**config.mk**
```make
export PLATFORM = sky130hd
export DESIGN_NAME = csptac_sqrt
export DESIGN_NICKNAME = d
export VERILOG_FILES = /design/src/csptac_pkg.sv /design/src/csptac_sqrt.sv
export SDC_FILE = /design/constraint.sdc
export NUM_CORES = 2
export LEC_CHECK = 0
export BUFFER_PORTS_ARGS = -buffer_cell sky130_fd_sc_hd__buf_2
export CAP_MARGIN = 10
export CORE_MARGIN = 2
export CORE_UTILIZATION = 64
export CTS_CLUSTER_DIAMETER = 30
export DETAILED_ROUTE_END_ITERATION = 8
export GPL_TIMING_DRIVEN = 1
export PLACE_DENSITY = 0.77
export REMOVE_ABC_BUFFERS = 1
export SYNTH_ARGS = -nofsm -noshare
export SYNTH_HDL_FRONTEND = slang
export SYNTH_SLANG_ARGS = --single-unit
```
**constraint.sdc**
```tcl
create_clock -name clock -period 5.24 [get_ports clock]
set_clock_uncertainty 0.1 [all_clocks]
set_input_delay 0.524 -clock clock [delete_from_list [all_inputs] [get_ports clock]]
set_output_delay 0.524 -clock clock [all_outputs]
set_load 0.05 [all_outputs]
```
**src/csptac_pkg.sv**
```systemverilog
// ----------------------------------------------------------------------------
// Cubic spline core package
// Widths, quadrature tables, register indexes and shared types.
// ----------------------------------------------------------------------------
`default_nettype none

package csptac_pkg;

   localparam int QUAD_POINTS_DEF = 5;

   localparam int T_W     = 17;
   localparam int COEF_W  = 16;
   localparam int PW_W    = 35;
   localparam int PROD_W  = COEF_W + PW_W + 1;
   localparam int WSUM_W  = PROD_W + 2;
   localparam int W16_W   = 26;
   localparam int PPROD_W = W16_W + COEF_W;
   localparam int ACC_W   = PPROD_W + 2;
   localparam int OUT_W   = 32;

   localparam int FRONT_STAGES = 2;
   localparam int EVAL_STAGES  = 4;
   localparam int SQRT_STAGES  = 32;

   localparam int CSR_INDEX_W = 4;
   localparam int CSR_DATA_W  = 64;

   localparam logic [CSR_INDEX_W-1:0] REG_BASIS_COL0 = 4'd0;
   localparam logic [CSR_INDEX_W-1:0] REG_BASIS_COL3 = 4'd3;
   localparam logic [CSR_INDEX_W-1:0] REG_CTRL_POINT0 = 4'd4;
   localparam logic [CSR_INDEX_W-1:0] REG_CTRL_POINT3 = 4'd7;

   localparam logic [T_W-1:0]  T_ONE  = 17'h10000;
   localparam logic [PW_W-1:0] PW_ONE = 35'h1_0000_0000;

   localparam logic [63:0] ONE30  = 64'd1073741824;
   localparam logic [63:0] NODE_B = (64'd5384693 * ONE30 + 64'd5000000) / 64'd10000000;
   localparam logic [63:0] NODE_C = (64'd90617985 * ONE30 + 64'd50000000) / 64'd100000000;
   localparam logic [63:0] WGT_A  = (64'd568889 * 64'd65536 + 64'd500000) / 64'd1000000;
   localparam logic [63:0] WGT_B  = (64'd47862867 * 64'd65536 + 64'd50000000) / 64'd100000000;
   localparam logic [63:0] WGT_C  = (64'd23692688 * 64'd65536 + 64'd50000000) / 64'd100000000;

   // Sample offsets (node + 1) in Q1.30 and quadrature weights in Q0.16.
   localparam logic [30:0] QUAD_U [QUAD_POINTS_DEF] = '{
      ONE30[30:0],
      31'(ONE30 + NODE_B),
      31'(ONE30 - NODE_B),
      31'(ONE30 + NODE_C),
      31'(ONE30 - NODE_C)
   };

   localparam logic [15:0] QUAD_WGT [QUAD_POINTS_DEF] = '{
      WGT_A[15:0], WGT_B[15:0], WGT_B[15:0], WGT_C[15:0], WGT_C[15:0]
   };

   typedef logic [3:0][PW_W-1:0]  pw_vec_type;
   typedef logic [3:0][63:0]      basis_type;
   typedef logic [3:0][47:0]      points_type;
   typedef logic [2:0][OUT_W-1:0] comp3_type;

   typedef struct packed {
      basis_type  basis;
      points_type points;
   } cfg_type;

endpackage

`default_nettype wire

```
**src/csptac_sqrt.sv**
```systemverilog
// ----------------------------------------------------------------------------
// Pipelined integer square root
// One result bit per stage, floor square root of a 64-bit radicand.
// ----------------------------------------------------------------------------
`default_nettype none

module csptac_sqrt (
   input  logic                                clock,
   input  logic                                adv,
   input  logic [2*csptac_pkg::SQRT_STAGES-1:0] radicand,
   output logic [csptac_pkg::SQRT_STAGES-1:0]   root
);

   localparam int STAGES = csptac_pkg::SQRT_STAGES;
   localparam int VAL_W  = 2 * STAGES;
   localparam int REM_W  = STAGES + 3;

   logic [VAL_W-1:0]  val_w  [STAGES+1];
   logic [REM_W-1:0]  rem_w  [STAGES+1];
   logic [STAGES-1:0] root_w [STAGES+1];

   assign val_w[0]  = radicand;
   assign rem_w[0]  = '0;
   assign root_w[0] = '0;

   for (genvar k = 0; k < STAGES; k++) begin : g_stage
      logic [REM_W-1:0]  rem_cat;
      logic [REM_W-1:0]  trial;
      logic [REM_W-1:0]  rem_in;
      logic [STAGES-1:0] root_in;
      logic [REM_W-1:0]  rem_ff;
      logic [STAGES-1:0] root_ff;
      logic [VAL_W-1:0]  val_ff;

      always_comb begin
         rem_cat = {rem_w[k][REM_W-3:0], val_w[k][VAL_W-1:VAL_W-2]};
         trial   = {1'b0, root_w[k], 2'b01};
         if (rem_cat >= trial) begin
            rem_in  = rem_cat - trial;
            root_in = {root_w[k][STAGES-2:0], 1'b1};
         end else begin
            rem_in  = rem_cat;
            root_in = {root_w[k][STAGES-2:0], 1'b0};
         end
      end

      always_ff @(posedge clock) begin
         if (adv) begin
            rem_ff  <= rem_in;
            root_ff <= root_in;
            val_ff  <= {val_w[k][VAL_W-3:0], 2'b00};
         end
      end

      assign rem_w[k+1]  = rem_ff;
      assign root_w[k+1] = root_ff;
      assign val_w[k+1]  = val_ff;
   end

   assign root = root_w[STAGES];

endmodule

`default_nettype wire

```
==> metrics <==
status=finished, final reports clean; Setup-failing EPs final=0; Skew-Pair Late Insertion Delay=0.97 ns; Sinks on Clock Net=2495; total number of vias=71700; Max Cap Viol=0; Area Overhead vs Synth=17.2%; final worst slack=0.756 ns; core area=0.179 mm2; Clock Tree Root=clkbuf_16; fin area=0.135 mm2; Worst Path Max Fanout=29; Worst-path clk slew=0.05 ns; crit path time final=4.48 ns; Hold WS=0.0912 ns; CTS tree=done; PostCTS Resize Cnt=0; remaining routing DRC violations=0; #FFs+latches synth=2495; share of layout cells above drive strength 1=11.2%; H-tree depth=5; Initial DRC Count=6046; Final Net Count=10100; number of vias per cell=5.88; CP cell instances=ha_1 -> and3_1 -> a21boi_0 -> o211ai_1 -> o31ai_1 -> a31oi_1 -> o21ai_0 -> nand2_1 -> and2_1 -> inv_1 -> buf_4 -> nor2_1 -> a21oi_1; num ports=98; normalized max-slew margin=19.1%; die area=0.184 mm2; max incr delay on CP=0.72 ns; Avg Inst Size Synth=13.0 um2; DR WL/cell=19.5 um; Critical Path RT=5.90 ns; Final Hold Vio Count=0; pin count of the biggest net entering global routing=158; Slew Viols, Final=0; Overflow after GRT=0; Post-synth top flop=edfxtp_1; wirelength, routed=238000 um; critical path type=flop to flop; setup TNS=0 ns; Crit path arrival time=5.15 ns; vias in the first global route=71300; Post-DP HPWL=159000 um; number of enable flip-flop cells after synthesis=2495; CP bufs+invs=2; unrepaired setup endpoints after global routing=no; FFs w/ async S/R, synth=0%; CTS Buffer Depth=4; FMAX=0.223 GHz; PortBufs=97; antenna viol nets, final=0; first-pass GRT wire length=378000 um; CP max-delay cell=o31ai_1; Netlist Area Pre-Place=0.116 mm2; Initial Util=64.6%; register area share after synthesis=64.9%; HP Class=input pin to flop; critical path capture point type=flop; Slew @ Worst Pin=1.18 ns; distinct cell type count after synthesis=84; chip width=429 um; Mapped Cells=8912; Num CTS Buffers=454; leakage power=52.7 nW; first-pass iteration count of the detailed router=7; initial antenna violation count=2; Power per Cell Area=497 mW/mm2; worst ir drop on vdd=451 uV; Critical Path Start Type=flop; area occupied by multi-input gates=0.0374 mm2; fillers=10900; Total GRT Usage=25.7%; row count=155; chip height=429 um; pre-CTS setup slack=0.947 ns; Setup Fix Bufs, Post-CTS=0; final core occ=75.7%; DP Area=0.119 mm2; final worst path period share=85.6%; Synthesis Warnings=0; register area=0.0749 mm2; Placer Congestion=0.958; CP top delay family=compound AO/OA/AOI/OAI gates
## worst paths after layout
path | start | to | slack, ns | cells past startpoint
max | g_stage[25].rem_ff[3]$_DFFE_PP_ | g_stage[26].rem_ff[18]$_DFFE_PP_ | 0.76 | 13
max reg2reg | g_stage[25].rem_ff[3]$_DFFE_PP_ | g_stage[26].rem_ff[18]$_DFFE_PP_ | 0.76 | 13
min | adv | g_stage[8].val_ff[59]$_DFFE_PP_ | 0.09 | 1
min reg2reg | g_stage[8].val_ff[21]$_DFFE_PP_ | g_stage[9].val_ff[23]$_DFFE_PP_ | 0.28 | 0
## where the power goes
part	total [mW]	internal, mW	switching, mW
combinational	11.3	4.73	6.59
sequential	27.0	25.3	1.70
clock	29.0	19.0	9.96
total	67.3	49.0	18.2
## cells by family (layout without fill, tap and decap cells)
logic type      count (synthesis)  after routing  share of synthesized area (%)
compound gates               1792           1792                           9.60
xor+xnor                      782            782                           5.94
fa+ha+maj                     561            561                           6.08
buf+inv                       868           1795                           2.82
flops                        2495           2495                           64.9
mux                            83             83                          0.791
other cells                     1              3                        0.00325
simple gates                 2330           2330                           9.90
## sequential cells by signal, indices dropped and copies added, names as in the netlist
register         cells
g_stage.val_ff     992
g_stage.rem_ff     975
g_stage.root_ff    496
root                32
## layout make-up
type | count | share of cell area (%)
multi-input cells | 5549 | 27.6
well taps | 2355 | 2.18
clock buffers | 499 | 8.59
clock inverters | 328 | 2.76
repair buffers | 260 | 1.54
flip-flops and latches | 2495 | 55.3
diodes | 2 | 0.00370
inverters | 708 | 1.96
## Yosys cell counts (10+ instances only)
cell,n,area (um2)
a221oi_1,11,96.3
a21boi_0,35,263
o21a_1,103,773
or3_1,102,638
clkbuf_1,146,548
a211oi_1,32,240
a21o_1,238,1790
nand2b_1,106,663
o21ai_0,491,2460
a31oi_1,51,319
a2111oi_0,20,175
or4_1,54,405
nor2_1,554,2080
nor4b_1,13,114
nand3b_1,28,210
nor3_1,204,1020
and3_1,49,307
xor2_1,385,3370
o31ai_1,70,526
a41oi_1,11,96.3
o21bai_1,45,338
buf_1,13,48.8
or2_2,42,263
a21oi_1,528,2640
nor4_1,117,732
o41ai_1,14,123
a31o_2,10,87.6
nand4_1,87,544
a211o_1,16,140
nand3_1,132,661
nor3b_1,16,120
mux2i_1,17,170
inv_1,703,2640
xnor2_1,395,3460
and4_1,12,105
and2_1,37,231
ha_1,561,7020
nand4b_1,16,140
o211ai_1,26,195
edfxtp_1,2495,74900
nor2b_1,84,526
o31a_1,11,96.3
nand2_1,652,2450
mux2_2,66,743
## worst register-to-register path: stages, from the launching register on
cell and delay [ns]:
edfxtp_1 0.39, ha_1 0.40, and3_1 0.20, a21boi_0 0.27
o211ai_1 0.16, o31ai_1 0.72, a31oi_1 0.24, o21ai_0 0.40
nand2_1 0.12, and2_1 0.55, inv_1 0.23, buf_4 0.26
nor2_1 0.07, a21oi_1 0.16
## placed cells by master (no fill, tap or decap), types with 385 or more instances in the layout
cell,instances
nand2_1,652
o21ai_0,490
ha_1,561
xor2_1,385
a21oi_1,527
clkbuf_16,459
nor2_1,554
edfxtp_1,2495
inv_1,703
xnor2_1,395
## metal layers
metal | wire (um) | GRT usage, %
met4 | 7830 | 9.84
met1 | 103000 | 35.1
met3 | 14000 | 4.19
met2 | 113000 | 41.7
met5 | 0 | 0
## what timing repair did
item / CTS / global route
setup endpoints to repair: 0 / 0
hold buffers: 65 / 0
hold endpoints to repair: 65 / 0
## per-stage QoR
step	std cells	power [mW]
2_1_floorplan	8752	34.8
3_3_place_gp	11300	37.9
3_5_place_dp	11300	38.2
4_1_cts	12200	67.5
5_1_grt	12200	70.1
6_report	12200	67.3
(Power assumes the default switching activity.)
